`src/pgl_pkg.sv`:
```
// ----------------------------------------------------------------------------
// pgl_pkg: shared types and constants for the polyphase Goertzel lanes
// Lane count, field widths, register indexes, lane operation codes and the
// saturating helpers used by the lanes and the sequencer.
// ----------------------------------------------------------------------------
package pgl_pkg;

  localparam int LANES          = 16;
  localparam int GROUP_SIZE     = 8;
  localparam int LANE_GROUPS    = LANES / GROUP_SIZE;
  localparam int ROWS           = (LANES + GROUP_SIZE - 1) / GROUP_SIZE;
  localparam int ROW_W          = (ROWS > 1) ? $clog2(ROWS) : 1;
  localparam int GRP_W          = $clog2(GROUP_SIZE);
  localparam int LAST_ROW_LANES = LANES - GROUP_SIZE * (ROWS - 1);

  localparam int SAMPLE_W   = 16;
  localparam int STATE_W    = 48;
  localparam int ACC_W      = 54;
  localparam int COEF_W     = 19;
  localparam int TRIG_W     = 18;
  localparam int IDX_W      = 6;
  localparam int PAD_W      = 6;
  localparam int VCNT_W     = 4;
  localparam int IN_DATA_W  = 136;
  localparam int OUT_DATA_W = 112;
  localparam int CFG_ADDR_W = 2;
  localparam int CFG_DATA_W = 19;

  localparam logic [CFG_ADDR_W-1:0] REG_COEFF = 2'd0;
  localparam logic [CFG_ADDR_W-1:0] REG_COS   = 2'd1;
  localparam logic [CFG_ADDR_W-1:0] REG_SIN   = 2'd2;

  typedef logic signed [STATE_W-1:0]  state_t;
  typedef logic signed [SAMPLE_W-1:0] sample_t;
  typedef logic signed [COEF_W-1:0]   coef_t;
  typedef logic [GROUP_SIZE-1:0][SAMPLE_W-1:0] sample_vec_t;
  typedef logic [GROUP_SIZE-1:0][STATE_W-1:0]  state_vec_t;

  localparam state_t SAT_MAX = state_t'({1'b0, {(STATE_W-1){1'b1}}});
  localparam state_t SAT_MIN = state_t'({1'b1, {(STATE_W-1){1'b0}}});

  typedef enum logic [1:0] {
    OP_STEP,
    OP_IPH,
    OP_QUAD
  } lane_op_t;

  typedef struct packed {
    logic               mul_en;
    logic               clear;
    lane_op_t           op;
    logic [ROW_W-1:0]   row;
    logic signed [COEF_W-1:0] coef;
  } lane_ctrl_t;

  function automatic state_t sat_state(input logic signed [ACC_W-1:0] v);
    state_t r;
    if (v[ACC_W-1:STATE_W-1] == {(ACC_W-STATE_W+1){v[ACC_W-1]}}) begin
      r = v[STATE_W-1:0];
    end else if (v[ACC_W-1]) begin
      r = SAT_MIN;
    end else begin
      r = SAT_MAX;
    end
    return r;
  endfunction

  function automatic logic [PAD_W-1:0] pad_add(input logic [PAD_W-1:0] p,
                                               input logic [VCNT_W-1:0] n);
    logic [PAD_W:0] s;
    s = {1'b0, p} + (PAD_W+1)'(n);
    return s[PAD_W] ? '1 : s[PAD_W-1:0];
  endfunction

endpackage

```
`src/pgl_lane.sv`:
```
// ----------------------------------------------------------------------------
// pgl_lane: one resonator lane
// Holds s1/s2 for each row it serves, one split 48x19 multiply stage and
// one add/saturate stage; also forms I and Q for the result pass.
// ----------------------------------------------------------------------------
module pgl_lane (
  input  logic                clk,
  input  logic                rst_n,
  input  pgl_pkg::lane_ctrl_t ctrl,
  input  pgl_pkg::sample_t    x,
  output pgl_pkg::state_t     iph,
  output pgl_pkg::state_t     quad
);
  import pgl_pkg::*;

  state_t s1_mem_r [ROWS];
  state_t s2_mem_r [ROWS];

  state_t              s1_rd;
  state_t              s2_rd;
  logic signed [31:0]  hi;
  logic signed [16:0]  lo;
  logic signed [50:0]  p_hi_nxt;
  logic signed [35:0]  p_lo_nxt;

  logic signed [50:0]  p_hi_r;
  logic signed [35:0]  p_lo_r;
  state_t              s1_r;
  state_t              s2_r;
  sample_t             x_r;
  lane_op_t            op_r;
  logic [ROW_W-1:0]    row_r;
  logic                acc_en_r;

  logic signed [36:0]     lo_rnd;
  logic signed [20:0]     lo_sh;
  state_t                 s2_eff;
  sample_t                x_eff;
  logic signed [ACC_W-1:0] acc;
  state_t                 res;
  state_t                 iph_r;
  state_t                 quad_r;

  assign s1_rd = s1_mem_r[ctrl.row];
  assign s2_rd = s2_mem_r[ctrl.row];

  // s1 = hi*2^16 + lo, lo unsigned: round(s1*c/2^16) = c*hi + round(c*lo/2^16)
  assign hi       = signed'(s1_rd[STATE_W-1:16]);
  assign lo       = signed'({1'b0, s1_rd[15:0]});
  assign p_hi_nxt = 51'(ctrl.coef) * 51'(hi);
  assign p_lo_nxt = 36'(ctrl.coef) * 36'(lo);

  always_ff @(posedge clk) begin
    if (ctrl.mul_en) begin
      p_hi_r <= p_hi_nxt;
      p_lo_r <= p_lo_nxt;
      s1_r   <= s1_rd;
      s2_r   <= s2_rd;
      x_r    <= x;
      op_r   <= ctrl.op;
      row_r  <= ctrl.row;
    end
  end

  assign lo_rnd = 37'(p_lo_r) + 37'sd32768;
  assign lo_sh  = 21'(lo_rnd >>> 16);
  assign s2_eff = (op_r == OP_QUAD) ? '0 : s2_r;
  assign x_eff  = (op_r == OP_STEP) ? x_r : '0;
  assign acc    = ACC_W'(p_hi_r) + ACC_W'(lo_sh) - ACC_W'(s2_eff) + ACC_W'(x_eff);
  assign res    = sat_state(acc);

  always_ff @(posedge clk) begin
    if (!rst_n) begin
      acc_en_r <= 1'b0;
      for (int k = 0; k < ROWS; k++) begin
        s1_mem_r[k] <= '0;
        s2_mem_r[k] <= '0;
      end
    end else begin
      acc_en_r <= ctrl.mul_en;
      if (ctrl.clear) begin
        for (int k = 0; k < ROWS; k++) begin
          s1_mem_r[k] <= '0;
          s2_mem_r[k] <= '0;
        end
      end else if (acc_en_r && op_r == OP_STEP) begin
        s2_mem_r[row_r] <= s1_r;
        s1_mem_r[row_r] <= res;
      end
    end
  end

  always_ff @(posedge clk) begin
    if (acc_en_r) begin
      case (op_r)
        OP_IPH:  iph_r  <= res;
        OP_QUAD: quad_r <= res;
        default: ;
      endcase
    end
  end

  assign iph  = iph_r;
  assign quad = quad_r;

endmodule

```
`config.mk`:
```
export PLATFORM = sky130hd
export DESIGN_NAME = pgl_lane
export DESIGN_NICKNAME = d
export VERILOG_FILES = /design/src/pgl_pkg.sv /design/src/pgl_lane.sv
export SDC_FILE = /design/constraint.sdc
export NUM_CORES = 2
export LEC_CHECK = 0
export BUFFER_PORTS_ARGS = -buffer_cell sky130_fd_sc_hd__buf_2
export CORE_UTILIZATION = 35
export CTS_CLUSTER_DIAMETER = 60
export DETAILED_ROUTE_END_ITERATION = 8
export MAX_ROUTING_LAYER = met4
export PLACE_DENSITY = 0.47
export SETUP_SLACK_MARGIN = 0.5
export SLEW_MARGIN = 20
export SYNTH_ARGS = -nofsm -noshare
export SYNTH_HDL_FRONTEND = slang
export SYNTH_SLANG_ARGS = --single-unit
export TNS_END_PERCENT = 30
```
`constraint.sdc`:
```
create_clock -name clk -period 20.7 [get_ports clk]
set_input_delay 1.035 -clock clk [delete_from_list [all_inputs] [get_ports clk]]
set_output_delay 1.035 -clock clk [all_outputs]
set_load 0.1 [all_outputs]
```
Yosys cells after proc, flatten, opt, wreduce, memory -nomap -nowiden --
Memory sizes are Yosys's and may differ from the RTL's. A register that Yosys moved wholly into a read port is not among the register bits. Cells that the tools add are included.
Word-level totals: logic and storage cells 52, bits of input ports 42, memories 2, output and inout port bits 96, bits in writable memories 192, register bits 251
Cells by class: eq/ne operators 3, muxes and demuxes 22, reduce and logical (&&, ||, !) cells 6, bitwise logic cells 4, multipliers 2, add/subtract/negate cells 4
Memory list:
- s1_mem_r | depth 2, width 48, read ports 1, clocked after memory_dff 0, write ports 2, line pgl_lane.sv:16 | state_t s1_mem_r [ROWS];
- s2_mem_r | depth 2, width 48, read ports 1, clocked after memory_dff 1, write ports 2, line pgl_lane.sv:17 | state_t s2_mem_r [ROWS];
Operators by type and width (count):
- 48-bit 2-to-1 mux | 9
- 48-bit OR reduction | 2
- 53-bit by 16-bit adder with 54-bit output | 1
- 52-bit by 48-bit subtractor with 53-bit output | 1
- 51-bit by 21-bit adder with 52-bit output | 1
- 19-bit by 32-bit multiplier with 51-bit output | 1
- 36-bit by 17-bit adder with 37-bit output (second input constant) | 1
- 19-bit by 17-bit multiplier with 36-bit output | 1
- 16-bit 2-to-1 mux | 1
- 1-bit 2-to-1 mux | 12
- 6-bit equality test | 1
- 1-bit bitwise OR | 4
- 2-bit AND reduction | 2
- 2-bit by 1-bit equality test with 1-bit output (second input constant) | 1
- 2-bit equality test (second input constant) | 1
- 2-bit zero test | 1
- 1-bit logical AND | 1

Logic depth before layout (Yosys ltp) --
depth after elaboration 8, mapped depth 31, mapped depth without buffers 27

Worst setup path before layout --
Ideal clock, no wire load.
path type input-to-reg, start point input ctrl[19] in the netlist's numbering, end point register p_hi_r[50], data pin, setup slack 11848 ps, arrival time 8595 ps, stages 28, path buffers 5, data required time 20442 ps, library setup time 258 ps, cell sequence clkbuf_1 clkbuf_1 clkbuf_1 mux2_2 clkbuf_1 and2_1 fa_1 fa_1 inv_1 fa_1 inv_1 fa_1 fa_1 fa_1 ha_1 ha_1 clkbuf_1 nand4_1 nor2_1 nand3_1 o32ai_1 o21ai_0 o31ai_1 o31a_1 and4_1 nor2_1 a211o_1 xnor2_1
On the way: longest elaborated chain between the ends 2
Ends and longest elaborated chain:
- start, declared | line pgl_lane.sv:9 | input pgl_pkg::lane_ctrl_t ctrl,
- memory read 2 x 48 bit
- 19-bit by 32-bit multiplier with 51-bit output | line pgl_lane.sv:50 | assign p_hi_nxt = 51'(ctrl.coef) * 51'(hi);
- net p_hi_nxt[50] | line pgl_lane.sv:23 | logic signed [50:0] p_hi_nxt;
- end signal, assigned | line pgl_lane.sv:55 | p_hi_r <= p_hi_nxt;
- end, declared | line pgl_lane.sv:26 | logic signed [50:0] p_hi_r;
The timed path passes the listed nets, and every way through them passes these cells. A chain may end at the register's enable or synchronous reset.

Final worst setup path --
Same ends and word-level chain as after synthesis.

==> run summary <==
## GRT
- antenna violations before repair: 13
- GR Util met2: 32.2%
- Most Crowded Layer GR: met2
- largest net degree at the start of global routing: 74
- vias in the first global route: 38700
- global-route wire length before repair: 237000 µm
- met1 Track Usage GR: 28.5%
- met3 global-route usage: 1.41%
- all-layer global routing usage: 20.2%
- GRT Residual Overflow: 0

## Die
- effective utilization at floorplan: 35.3%
- Die Area: 159000 µm²
- die height: 399 µm
- count of pins on the block boundary: 138
- standard-cell row count: 145
- total core area: 156000 µm²
- horizontal extent of the die: 399 µm

## Timing
- pins over their slew limit: 0
- Period Utilization, post-route: 45.3%
- setup tns final: 0 ns
- RSZ-0062 raised after global routing: no
- hold violation total from the final report: 0
- worst hold slack: 0.529 ns
- Final Setup Violations: 0
- clock tree skew after final layout: 0.0351 ns
- highest clock frequency the design can meet: 107 MHz
- transition time of the tightest slew-check pin: 1.08 ns
- worst max-slew margin expressed relative to the limit: 27.7%
- minimum period implied by the final worst setup slack: 9.37 ns

## Clock tree
- CTS resizes: 0
- hold buffer count at CTS: 0
- number of clock buffers inserted by TritonCTS: 45
- clock edge transition at the registers on the reported setup and hold paths: 0.07 ns
- number of clock sinks: 476
- worst-skew pair later-pin latency: 0.59 ns
- htree depth: 2
- number of buffers inserted to repair setup after CTS: 0
- buffers from clock root to sink, at most: 3
- clock tree from TritonCTS: yes
- CTS root buf: clkbuf_16

## Drt
- iteration count of the initial detailed-routing pass: 8
- routed length per instance: 21.1 µm
- total DRC errors in the routed layout: 0
- initial drt markers: 2230
- routed vias/inst: 4.92
- Final ANT Viol Nets: 0
- number of vias after detailed routing: 35900
- final routed wirelength across all metal layers: 154000 µm

## Synthesis
- net count after synthesis: 6530
- portion of synthesized cell area occupied by the leading cell type: 36.2%
- flip-flop and latch count after synthesis: 476
- primary flip-flop cell chosen by synthesis mapping: edfxtp_1
- average cell area after synthesis: 10.6 µm²
- most frequently used cell type in the post-synthesis netlist: inv_1
- number of enable-type register cells in the synthesized netlist: 475
- Cell Area, Synth: 55200 µm²
- count of different cell masters after synthesis: 74
- yosys warns: 0
- sequential fraction of the synthesis area: 25.9%
- most instantiated cells after synthesis: inv_1, fa_1, nand2_1
- share of synthesized registers carrying an async set or reset: 0%
- synthesized instance count: 5208
- dominant cell type by area after synthesis: fa_1
- top cells by area in the synthesized netlist: fa_1, edfxtp_1, inv_1, ha_1, and2_1

## Place
- post-placement cell count: 7197
- Port-buffer cells: 137
- placer's final routability congestion estimate: 0.894
- post-detailed-placement half-perimeter wirelength: 114000 µm

## Hold path
- type of the worst min-delay path: flop to flop

## Critical path
- setup slack on the worst flop-to-flop path: 12.07 ns
- reg2reg end: s1_mem_r[1][41]
- category of the critical setup timing path: input port to flop
- path depth of the worst reg2reg path: 26
- Critical path origin: ctrl[19]
- crit path max-delay cell type: buf_4
- crit path to: p_hi_r[50]
- largest fanout on the critical path: 37
- type of element capturing the critical path: flop
- reg-to-reg critical path startpoint: p_lo_r[17]
- cell occurring most often along the worst timing path: fa_1
- Worst EP required: 21.02 ns
- kind of launch point of the worst setup path: input port
- Worst EP arrival: 9.69 ns
- Crit path largest cell delay: 0.59 ns

## Run
- # Max-Cap Violations: 0

## Final layout
- area added between synthesis and finish: 7.80%
- Post-layout nets: 6508
- Post-Layout Cell Count: 7292
- ratio of cells with drive above 1 in the final layout: 7.76%
- number of fillers in the final layout: 15600

## Outcome
- status: finished clean

## layer usage
metal  part of all wire [%]  vias up
li1                       -    16100
met3                    4.5      133
met1                     47    18900
met2                     46      767
met5                      0        -
met4                    1.9        0
## registers in the layout, summed over array words and instances (netlist names)
name / cells
quad: 48
s2_mem_r: 96
x_r: 16
s1_r: 48
row_r: 1
p_hi_r: 51
acc_en_r: 1
s1_mem_r: 96
s2_r: 48
p_lo_r: 21
op_r: 2
iph: 48
## area by class of cell
| type | instances | area [µm²] | area share (%) |
|---|---|---|---|
| clock inverters | 30 | 380 | 0.639 |
| well taps | 2058 | 2570 | 4.32 |
| repair buffers | 202 | 1190 | 2.00 |
| multi-input cells | 3433 | 36100 | 60.6 |
| diodes | 12 | 30.0 | 0.0504 |
| clock buffers | 53 | 1160 | 1.94 |
| inverters | 1028 | 3860 | 6.48 |
| flip-flops and latches | 476 | 14300 | 24.0 |
## per-stage QoR
step                util, %  worst slack, ns  instance area (µm²)
CTS                    38.1            11.33                59500
global route           38.1            10.91                59500
detailed placement     37.1            10.71                58000
finish                 38.1            11.33                59600
floorplan                 -            11.85                55200
global placement       37.1            10.77                58000
## worst max-delay path, delay by kind of cell
family          cells  cell delay (ns)
fa+ha+maj           8             3.82
buf+inv             6             1.60
compound gates      5             1.57
simple gates        6             1.04
mux                 1             0.42
xor+xnor            1             0.13
## worst min path at each step
stage,endpoint,cells after the start,startpoint
5_1_grt,s2_mem_r[1][37],1,s1_r[37]
3_5_place_dp,s2_mem_r[0][22],1,s1_r[22]
4_1_cts,s2_mem_r[1][37],1,s1_r[37]
3_3_place_gp,s2_mem_r[0][36],1,s1_r[36]
2_1_floorplan,s2_mem_r[0][0],1,s1_r[0]
6_report,s2_mem_r[0][39],1,s1_r[39]
## logic make-up after synthesis
group / Yosys count / share of synthesized area [%]
buffers and inverters: 1299 / 8.95
and+or+nand+nor: 1424 / 13.0
DFF: 476 / 25.9
xor gates and xnor gates: 134 / 2.12
AOI/OAI and AO/OA: 497 / 5.57
muxes: 98 / 1.99
adders and majority gates: 1280 / 42.5
## layout by cell type, fill, tap and decap left out, types with 7 or more instances in the layout
master,instances
inv_1,1028
fa_1,998
nand2_1,587
and2_1,508
edfxtp_1,475
ha_1,282
buf_2,132
a21oi_1,117
nor2_1,106
o21ai_0,100
xnor2_1,96
mux2_2,94
o21ai_1,73
buf_4,69
nor2b_1,50
clkbuf_16,45
xor2_1,38
o31ai_1,37
a21o_1,35
nand3_1,32
nand4_1,22
and3_1,21
nor3_1,20
a211oi_1,16
or2_2,16
nand2b_1,16
a31oi_1,15
o21a_1,15
o21bai_1,13
diode_2,12
and4_1,12
o211ai_1,11
clkbuf_1,8
or3_1,7
Power is left out: the tool's default activity adds up to more than one toggle a clock period on the data nets, which glitch-free logic cannot reach.
