==> config.mk <==
export PLATFORM = sky130hd
export DESIGN_NAME = pgl_merge
export DESIGN_NICKNAME = d
export VERILOG_FILES = /design/src/pgl_pkg.sv /design/src/pgl_merge.sv
export SDC_FILE = /design/constraint.sdc
export NUM_CORES = 1
export LEC_CHECK = 0
export BUFFER_PORTS_ARGS = -buffer_cell sky130_fd_sc_hd__buf_2
export CORE_AREA = 4 4 346 348
export CTS_CLUSTER_DIAMETER = 30
export CTS_CLUSTER_SIZE = 16
export DETAILED_ROUTE_END_ITERATION = 8
export DIE_AREA = 0 0 350 352
export PLACE_DENSITY = 0.35
export SLEW_MARGIN = 20
export SYNTH_ARGS = -nofsm -noshare
export SYNTH_HDL_FRONTEND = slang
export SYNTH_SLANG_ARGS = --single-unit
==> constraint.sdc <==
create_clock -name clk -period 8.85 [get_ports clk]
set_clock_uncertainty 0.15 [all_clocks]
set_input_delay 1.77 -clock clk [delete_from_list [all_inputs] [get_ports clk]]
set_output_delay 1.77 -clock clk [all_outputs]
set_load 0.1 [all_outputs]
==> src/pgl_pkg.sv <==
// ----------------------------------------------------------------------------
// pgl_pkg: shared types and constants for the polyphase Goertzel lanes
// Lane count, field widths, register indexes, lane operation codes and the
// saturating helpers used by the lanes and the sequencer.
// ----------------------------------------------------------------------------
package pgl_pkg;

  localparam int LANES          = 16;
  localparam int GROUP_SIZE     = 8;
  localparam int LANE_GROUPS    = LANES / GROUP_SIZE;
  localparam int ROWS           = (LANES + GROUP_SIZE - 1) / GROUP_SIZE;
  localparam int ROW_W          = (ROWS > 1) ? $clog2(ROWS) : 1;
  localparam int GRP_W          = $clog2(GROUP_SIZE);
  localparam int LAST_ROW_LANES = LANES - GROUP_SIZE * (ROWS - 1);

  localparam int SAMPLE_W   = 16;
  localparam int STATE_W    = 48;
  localparam int ACC_W      = 54;
  localparam int COEF_W     = 19;
  localparam int TRIG_W     = 18;
  localparam int IDX_W      = 6;
  localparam int PAD_W      = 6;
  localparam int VCNT_W     = 4;
  localparam int IN_DATA_W  = 136;
  localparam int OUT_DATA_W = 112;
  localparam int CFG_ADDR_W = 2;
  localparam int CFG_DATA_W = 19;

  localparam logic [CFG_ADDR_W-1:0] REG_COEFF = 2'd0;
  localparam logic [CFG_ADDR_W-1:0] REG_COS   = 2'd1;
  localparam logic [CFG_ADDR_W-1:0] REG_SIN   = 2'd2;

  typedef logic signed [STATE_W-1:0]  state_t;
  typedef logic signed [SAMPLE_W-1:0] sample_t;
  typedef logic signed [COEF_W-1:0]   coef_t;
  typedef logic [GROUP_SIZE-1:0][SAMPLE_W-1:0] sample_vec_t;
  typedef logic [GROUP_SIZE-1:0][STATE_W-1:0]  state_vec_t;

  localparam state_t SAT_MAX = state_t'({1'b0, {(STATE_W-1){1'b1}}});
  localparam state_t SAT_MIN = state_t'({1'b1, {(STATE_W-1){1'b0}}});

  typedef enum logic [1:0] {
    OP_STEP,
    OP_IPH,
    OP_QUAD
  } lane_op_t;

  typedef struct packed {
    logic               mul_en;
    logic               clear;
    lane_op_t           op;
    logic [ROW_W-1:0]   row;
    logic signed [COEF_W-1:0] coef;
  } lane_ctrl_t;

  function automatic state_t sat_state(input logic signed [ACC_W-1:0] v);
    state_t r;
    if (v[ACC_W-1:STATE_W-1] == {(ACC_W-STATE_W+1){v[ACC_W-1]}}) begin
      r = v[STATE_W-1:0];
    end else if (v[ACC_W-1]) begin
      r = SAT_MIN;
    end else begin
      r = SAT_MAX;
    end
    return r;
  endfunction

  function automatic logic [PAD_W-1:0] pad_add(input logic [PAD_W-1:0] p,
                                               input logic [VCNT_W-1:0] n);
    logic [PAD_W:0] s;
    s = {1'b0, p} + (PAD_W+1)'(n);
    return s[PAD_W] ? '1 : s[PAD_W-1:0];
  endfunction

endpackage

==> src/pgl_merge.sv <==
// ----------------------------------------------------------------------------
// pgl_merge: result serializer
// Walks the lanes of one row and hands their I/Q words to the output
// register, one word per cycle whenever the register is free.
// ----------------------------------------------------------------------------
module pgl_merge (
  input  logic                                clk,
  input  logic                                rst_n,
  input  logic                                start,
  input  logic [pgl_pkg::ROW_W-1:0]           row,
  input  logic [pgl_pkg::PAD_W-1:0]           pad,
  input  pgl_pkg::state_vec_t                 iph_vec,
  input  pgl_pkg::state_vec_t                 quad_vec,
  input  logic                                out_tready,
  output logic                                out_tvalid,
  output logic [pgl_pkg::OUT_DATA_W-1:0]      out_tdata,
  output logic                                out_tlast,
  output logic                                busy,
  output logic                                done
);
  import pgl_pkg::*;

  logic              active_r;
  logic [GRP_W-1:0]  cnt_r;
  logic [ROW_W-1:0]  row_r;
  logic              out_tvalid_r;
  logic [OUT_DATA_W-1:0] out_tdata_r;
  logic              out_tlast_r;

  logic              load;
  logic [GRP_W-1:0]  last_cnt;
  logic [IDX_W-1:0]  lane_idx;

  assign load     = active_r && (!out_tvalid_r || out_tready);
  assign last_cnt = (int'(row_r) == ROWS - 1) ? GRP_W'(LAST_ROW_LANES - 1)
                                              : GRP_W'(GROUP_SIZE - 1);
  assign lane_idx = IDX_W'({row_r, cnt_r});
  assign done     = load && (cnt_r == last_cnt);
  assign busy     = active_r;

  always_ff @(posedge clk) begin
    if (!rst_n) begin
      active_r     <= 1'b0;
      cnt_r        <= '0;
      row_r        <= '0;
      out_tvalid_r <= 1'b0;
    end else begin
      if (start) begin
        active_r <= 1'b1;
        cnt_r    <= '0;
        row_r    <= row;
      end else if (load) begin
        cnt_r <= cnt_r + 1'b1;
        if (done) begin
          active_r <= 1'b0;
        end
      end
      if (load) begin
        out_tvalid_r <= 1'b1;
      end else if (out_tready) begin
        out_tvalid_r <= 1'b0;
      end
    end
  end

  // word: lane_index, in_phase, quadrature, pad_count, zero fill
  always_ff @(posedge clk) begin
    if (load) begin
      out_tdata_r <= {4'b0, pad, quad_vec[cnt_r], iph_vec[cnt_r], lane_idx};
      out_tlast_r <= (lane_idx == IDX_W'(LANES - 1));
    end
  end

  assign out_tvalid = out_tvalid_r;
  assign out_tdata  = out_tdata_r;
  assign out_tlast  = out_tlast_r;

endmodule

---- Word level (Yosys, flattened, before mapping) ----
Cells that the tools add are included.
operators by class
  $add $sub $neg .......................... 1
  order comparisons ....................... 1
  equal/unequal tests ..................... 2
  muxes and demuxes ....................... 9
  bitwise operators ....................... 1
  reduce and logical (&&, ||, !) cells .... 9
operator list
  kind                                                count
  binary-select mux 48 bit (select 3 bit)             2
  2-to-1 mux 48 bit                                   2
  nonzero test 2 bit                                  3
  2-to-1 mux 1 bit                                    5
  == test 4 bit, second input constant                1
  < comparator 3 x 4 -> 1 bit, second input constant  1
  adder 3 x 1 -> 3 bit, second input constant         1
  == test 3 bit, second input constant                1
  logical AND 1 bit                                   2
  AND reduction 2 bit                                 1
  OR reduction 2 bit                                  1
  zero test 1 bit                                     1
  logical OR 1 bit                                    1
  inverter 1 bit                                      1
storage, ports and cells
  bits in registers ....................... 113
  bits of input ports ..................... 779
  output and inout bits ................... 116
  logic and storage cells ................. 29

---- Longest topological paths before layout ----
Gate-level depths: netlist of the first run.
  depth in word-level cells ............... 7
  depth in mapped cells ................... 5
  mapped depth without buffers ............ 4

---- Least setup slack after synthesis of the first run ----
Ideal clock, no wire load.
  path kind ............................... input port to flip-flop
  from .................................... input out_tready
  to ...................................... register out_tdata_r[0] (netlist: out_tdata[0]) (enable)
  setup time .............................. 0.574 ns
  arrival time ............................ 6.288 ns
  data required time ...................... 8.126 ns
  slack ................................... 1.839 ns
  stages .................................. 2
  path buffers ............................ 0
  path through ............................ nor2b_1 > nor2_1
between the ends
  word-level cells in the longest chain between the ends .. 2
ends and longest elaborated chain
  what                  RTL line         text
  start, declared       pgl_merge.sv:14  input logic out_tready,
  logical OR 1 bit      pgl_merge.sv:34  assign load = active_r && (!out_tvalid_r || out_tready);
  logical AND 1 bit     pgl_merge.sv:34
  net load              pgl_merge.sv:30  logic load;
  end signal, assigned  pgl_merge.sv:69  out_tdata_r <= {4'b0, pad, quad_vec[cnt_r], iph_vec[cnt_r], lane_idx};
  end, declared         pgl_merge.sv:27  logic [OUT_DATA_W-1:0] out_tdata_r;
The timed path passes the listed nets, and every way through them passes these cells.
A chain may end at the register's enable or synchronous reset.

---- Worst setup path in the final report of the first run ----
  from .................................... input out_tready
  to ...................................... output done
between the ends
  word-level cells in the longest chain between the ends .. 3
ends and longest elaborated chain
  what               RTL line         text
  logical OR 1 bit   pgl_merge.sv:34
  logical AND 1 bit  pgl_merge.sv:34
  logical AND 1 bit  pgl_merge.sv:38  assign done = load && (cnt_r == last_cnt);
  end, declared      pgl_merge.sv:19  output logic done
No other way between the ends.

==> results of run 1 <==
==> flip-flops by register name (all words and copies together), names as in the netlist <==
register and cells:
out_tdata 106, busy 1, cnt_r 3, row_r 1, out_tlast 1, out_tvalid 1
==> cell usage after synthesis <==
| cell type | number |
|---|---|
| a21boi_0 | 1 |
| a21oi_1 | 3 |
| and3_1 | 2 |
| buf_1 | 9 |
| buf_2 | 7 |
| buf_4 | 6 |
| buf_6 | 18 |
| clkbuf_1 | 20 |
| conb_1 | 1 |
| dfxtp_1 | 6 |
| edfxtp_1 | 107 |
| ha_1 | 2 |
| inv_1 | 1 |
| mux2_2 | 96 |
| mux2i_1 | 1 |
| mux4_2 | 192 |
| nand2_1 | 2 |
| nand2b_1 | 2 |
| nand3_1 | 2 |
| nor2_1 | 1 |
| nor2b_1 | 2 |
| o21ai_0 | 4 |
| or3_1 | 1 |
==> metrics by stage <==
stage,hold slack [ns],std cells
2_1_floorplan,0.271,491
3_3_place_gp,0.378,2854
3_5_place_dp,0.362,2854
4_1_cts,0.377,2886
5_1_grt,0.393,2891
6_report,0.369,2896
==> layout make-up <==
cell class              count  area (um2)  area share, %
diodes                     10        25.0          0.157
clock buffers              19         433           2.71
clock inverters            13         161           1.01
inverters                   1        3.75         0.0235
multi-input cells         317        5580           34.9
flip-flops and latches    113        3340           20.9
well taps                1524        1910           11.9
repair buffers            899        4530           28.3
==> final timing paths <==
path / slack (ns) / start / to / cells after the start
setup / recovery: 4.16 / out_tready / done / 4
hold / removal: 0.37 / row_r / out_tdata[3] / 0
setup reg to reg: 5.14 / cnt_r[0] / out_tdata[78] / 4
hold reg to reg: 0.37 / row_r / out_tdata[3] / 0
==> worst reg2reg max path: stages (launching register included) <==
cell and delay (ns):
dfxtp_4 0.76, buf_4 0.77, buf_4 0.82, mux4_2 0.69, mux2_2 0.27
==> metal layers <==
metal  track usage [%]  vias up
met4              2.84       16
met5                 0        -
li1                  -     3949
met1              13.1     4836
met3              4.19      117
met2              20.2      649
==> where the power goes <==
| part | internal (mW) | switching [mW] |
|---|---|---|
| sequential | 0.642 | 0.0208 |
| clock | 0.442 | 0.309 |
| combinational | 0.286 | 0.513 |
==> kinds of logic (layout without fill, tap and decap cells) <==
logic type	count (synthesis)	after routing	synth area share, %
and+or+nand+nor	12	12	0.701
adders and majority gates	2	2	0.270
muxes	289	289	58.4
buffers and inverters	61	932	4.26
AOI/OAI and AO/OA	8	8	0.458
DFF	113	113	35.9
other	1	16	0.0404
==> impl_metrics.py, run 1 <==
metrics = {
    "status": {
        "status": "completed",
    },
    "die": {
        "core-area_mm2": 0.116,
        "rows": 125,
        "die_h_um": 352,
        "fp.dieW_um": 350,
        "ios": 895,
        "die_area_mm2": 0.123,
        "initial_core_util_pct": 7.99,
    },
    "place": {
        "numPortBuffers": 888,
        "place_hpwl_mm": 65.2,
        "place_ws_ns": 4.11,
        "place_area_mm2": 0.0154,
        "place_congestion": 0.987,
    },
    "clock_network": {
        "cts_tree": "built",
        "cts_buffers": 17,
        "cts_root_buf": "clkbuf_16",
        "clk_pin_slew_ns": 0.07,
        "ctsHoldBuffers": 0,
        "clock-sinks": 113,
        "htreeDepth": 4,
        "postCtsResizedCells": 0,
        "clk_latency_ns": 0.47,
        "cts_setup_buffers": 0,
        "clock_path_buffers": 2,
    },
    "synth": {
        "synth.area.top_cells": "mux4_2 (47%), edfxtp_1 (35%), mux2_2 (12%)",
        "avgSynthCellArea_um2": 19.1,
        "yosysWarningCount": 0,
        "syn_area_mm2": 0.00928,
        "synth_cell_types": 23,
        "syn_inst": 486,
        "synthDominantCellAreaShare_pct": 46.6,
        "synth_seq_cells": 113,
        "yosysSeqAreaShare_pct": 35.9,
        "yosysTopAreaCell": "mux4_2",
    },
    "pwr": {
        "p_total_mw": 2.21,
        "cellLeakagePower_nw": 6.32,
        "power_density_mw_per_mm2": 138,
        "peakVddDrop_uv": 149,
    },
    "timing": {
        "rsz0062_at_grt": "false",
        "slew_violations": 0,
        "worst_slew_pin_slew_ns": 0.987,
        "finalSetupViolations": 0,
        "setup_ws_ns": 4.16,
        "final.period_utilization_pct": 53.0,
        "max_freq_mhz": 213,
        "finalHoldViolCount": 0,
        "slew_headroom_pct": 34.2,
        "tns_ns": 0,
        "period_needed_ns": 4.69,
    },
    "finish": {
        "areaGrowthSynthToFinish_pct": 72.2,
        "final_nets": 2130,
        "drive_above_1_share_pct": 89.6,
        "n_fill_cell": 13138,
        "finalInstanceArea_mm2": 0.0160,
        "fin_util_pct": 13.8,
        "layout_commonest_cell": "buf_2",
        "final_cell_mix": "buf_2 (888), mux4_2 (192), edfxtp_1 (107)",
    },
    "setup_path": {
        "critical_path_class": "input pin to output pin",
        "cp_max_fo": 4,
        "start_kind": "input pin",
        "crit_path_end_kind": "output pin",
        "path_delay_family": "buffers and inverters",
        "crit_top_cell": "buf_2",
        "required_ns": 6.93,
        "crit_path_top_delay_cell": "buf_2",
        "max_stage_delay_ns": 0.50,
        "cp.arrival_ns": 2.77,
        "crit_chain": "buf_2, nand2b_1, and3_1, buf_2",
        "crit_buf_inv": 2,
    },
    "drt": {
        "wl_per_cell_um": 25.3,
        "ant_nets": 0,
        "wl_met1_mm": 28.4,
        "top_layer": "met5",
        "drt_iter0_drc": 546,
        "dr.pass1.iters": 5,
        "vias": 9567,
        "routed_wl_mm": 73.3,
        "drc": 0,
        "via_per_inst": 3.30,
        "met2_length_mm": 36.9,
        "met3_length_mm": 6.40,
    },
    "flow_run": {
        "drv_cap": 0,
    },
    "global_routing": {
        "grt_max_degree": 58,
        "globalRouteTotalUtil_pct": 11.5,
        "overflow": 0,
        "grt_pass1_wl_mm": 95.2,
        "grt_pass1_vias": 10796,
        "grt_antenna_before_repair": 68,
    },
    "hold_path": {
        "hold_class": "register to register",
    },
}
Note: power is estimated with default switching activity, not from simulation.
==> run 2: changes to the inputs <==
--- a/config.mk
+++ b/config.mk
@@ -6,12 +6,12 @@
 export NUM_CORES = 1
 export LEC_CHECK = 0
 export BUFFER_PORTS_ARGS = -buffer_cell sky130_fd_sc_hd__buf_2
-export CORE_AREA = 4 4 346 348
+export CORE_AREA = 4 4 341 343
 export CTS_CLUSTER_DIAMETER = 30
 export CTS_CLUSTER_SIZE = 16
 export DETAILED_ROUTE_END_ITERATION = 8
-export DIE_AREA = 0 0 350 352
-export PLACE_DENSITY = 0.35
+export DIE_AREA = 0 0 345 347
+export PLACE_DENSITY = 0.36
 export SLEW_MARGIN = 20
 export SYNTH_ARGS = -nofsm -noshare
 export SYNTH_HDL_FRONTEND = slang
==> constraint.sdc (replaced) <==
create_clock -name clk -period 3.9 [get_ports clk]
set_clock_uncertainty 0.15 [all_clocks]
set_input_delay 0.78 -clock clk [delete_from_list [all_inputs] [get_ports clk]]
set_output_delay 0.78 -clock clk [all_outputs]
set_load 0.1 [all_outputs]
==> impl_metrics.py, run 2 (synthesis gave the netlist of run 1 again) <==
metrics = {
    "status": {
        "status": "completed",
    },
    "pwr": {
        "p_int_mw": 3.31,
        "power_density_mw_per_mm2": 326,
        "swShare_pct": 37.2,
        "pwr-share-clk_pct": 36.8,
        "switching_power_mw": 1.96,
        "comb_power_share_pct": 34.8,
        "peakVddDrop_uv": 357,
        "cellLeakagePower_nw": 6.41,
        "pwr-share-seq_pct": 28.4,
    },
    "setup_path": {
        "cp.arrival_ns": 2.10,
        "crit_buf_inv": 1,
        "r2r-end": "out_tdata[83]",
        "rr_startpoint": "cnt_r[0]",
        "crit_path_end_kind": "output pin",
        "crit_path_top_delay_cell": "dfxtp_4",
        "max_stage_delay_ns": 0.62,
        "endpoint": "done",
        "critical_path_class": "register to output pin",
        "path_delay_family": "flip-flops",
        "crit_top_cell": "ha_1",
        "required_ns": 2.97,
        "crit_cells": 4,
        "startpoint": "cnt_r[0]",
        "r2r_cells": 4,
        "reg2reg_slack_ns": 1.33,
        "cp_max_fo": 21,
        "crit_chain": "ha_1, ha_1, and3_1, buf_2",
        "start_kind": "register",
    },
    "die": {
        "core-area_mm2": 0.114,
        "ios": 895,
        "die_area_mm2": 0.120,
        "rows": 124,
        "initial_core_util_pct": 8.17,
        "fp.dieW_um": 345,
        "die_h_um": 347,
    },
    "finish": {
        "layout_commonest_cell": "buf_2",
        "multi_input_area_mm2": 0.00558,
        "n_fill_cell": 12893,
        "drive_above_1_share_pct": 89.7,
        "final_cell_mix": "buf_2 (888), mux4_2 (192), edfxtp_1 (107)",
        "largest_reg_flops": 106,
        "seq_area_mm2": 0.00334,
        "finalInstanceArea_mm2": 0.0162,
        "final_nets": 2136,
        "areaGrowthSynthToFinish_pct": 74.1,
    },
    "clock_network": {
        "clock-sinks": 113,
        "clock_path_buffers": 2,
        "ctsHoldBuffers": 0,
        "cts_root_buf": "clkbuf_16",
        "cts_tree": "built",
        "htreeDepth": 4,
        "clk_latency_ns": 0.50,
        "cts_setup_buffers": 0,
        "cts_buffers": 17,
        "clk_pin_slew_ns": 0.06,
        "postCtsResizedCells": 0,
    },
    "drt": {
        "ant_nets": 0,
        "via_per_inst": 3.32,
        "drc": 0,
        "wl_per_cell_um": 25.1,
        "drt_iter0_drc": 524,
        "dr.pass1.iters": 6,
        "vias": 9586,
        "routed_wl_mm": 72.5,
    },
    "global_routing": {
        "grt_pass1_vias": 10670,
        "grt_antenna_before_repair": 71,
        "grt_max_degree": 100,
        "overflow": 0,
        "globalRouteTotalUtil_pct": 11.8,
        "grt_pass1_wl_mm": 95.3,
    },
    "timing": {
        "rsz0062_at_grt": "false",
        "max_freq_mhz": 330,
        "tns_ns": 0,
        "finalHoldViolCount": 0,
        "final.period_utilization_pct": 77.8,
        "worst_slew_pin_slew_ns": 0.799,
        "finalSetupViolations": 0,
        "period_needed_ns": 3.03,
        "slew_headroom_pct": 46.8,
        "slew_violations": 0,
    },
    "place": {
        "place_area_mm2": 0.0155,
        "numPortBuffers": 888,
        "place_hpwl_mm": 63.7,
        "place_congestion": 1.01,
    },
    "hold_path": {
        "hold_class": "input pin to register",
    },
    "flow_run": {
        "drv_cap": 0,
    },
}
## run 2: per-stage QoR
| stage | instances | utilization, % | power [mW] | hold WS, ns | setup slack [ns] |
|---|---|---|---|---|---|
| 2_1_floorplan | 491 | - | 2.67 | 0.271 | 0.401 |
| 3_3_place_gp | 2848 | 13.6 | 3.39 | 0.347 | 1.24 |
| 3_5_place_dp | 2848 | 13.6 | 3.39 | 0.358 | 1.27 |
| 4_1_cts | 2880 | 14.2 | 5.44 | 0.247 | 0.756 |
| 5_1_grt | 2881 | 14.2 | 5.54 | 0.258 | 0.647 |
| 6_report | 2885 | 14.2 | 5.27 | 0.319 | 0.866 |
## run 2: how the worst min path moves through the flow
stage / startpoint / to / slack [ns] / depth (start not counted)
final: pad[5] / out_tdata[107] / 0.32 / 1
after global routing: pad[5] / out_tdata[107] / 0.26 / 1
after CTS: pad[2] / out_tdata[104] / 0.25 / 1
after detailed placement: row_r / out_tdata[3] / 0.36 / 0
after global placement: row_r / out_tdata[3] / 0.35 / 0
after floorplan: row_r / out_tdata[3] / 0.27 / 0
## run 2: layer usage
| layer | GRT usage [%] | vias up | part of all wire, % |
|---|---|---|---|
| li1 | - | 3956 | - |
| met4 | 2.37 | 10 | 1.7 |
| met2 | 20.9 | 654 | 51 |
| met1 | 13.7 | 4853 | 39 |
| met3 | 4.08 | 113 | 8.1 |
| met5 | 0 | - | 0.095 |
## run 2: power by group through the flow
stage	logic [mW]	clock network, mW	registers [mW]
after detailed placement	1.87	0	1.53
after floorplan	0.490	0	2.18
after global placement	1.86	0	1.53
after CTS	1.87	2.07	1.50
final	1.84	1.94	1.50
after global routing	1.93	2.10	1.51
## run 2: worst reg2reg max path, cell delays in order (launching register included)
cell,delay (ns)
dfxtp_4,0.62
buf_12,0.27
buf_12,0.43
mux4_2,0.57
mux2_2,0.27
## run 2: layout make-up
class	instances	share of cell area, %
Multi-Input combinational cell	317	34.5
Timing Repair Buffer	905	28.8
Sequential cell	113	20.7
Tap cell	1512	11.7
Clock buffer	17	2.63
Clock inverter	15	1.48
Antenna cell	5	0.0775
Inverter	1	0.0232
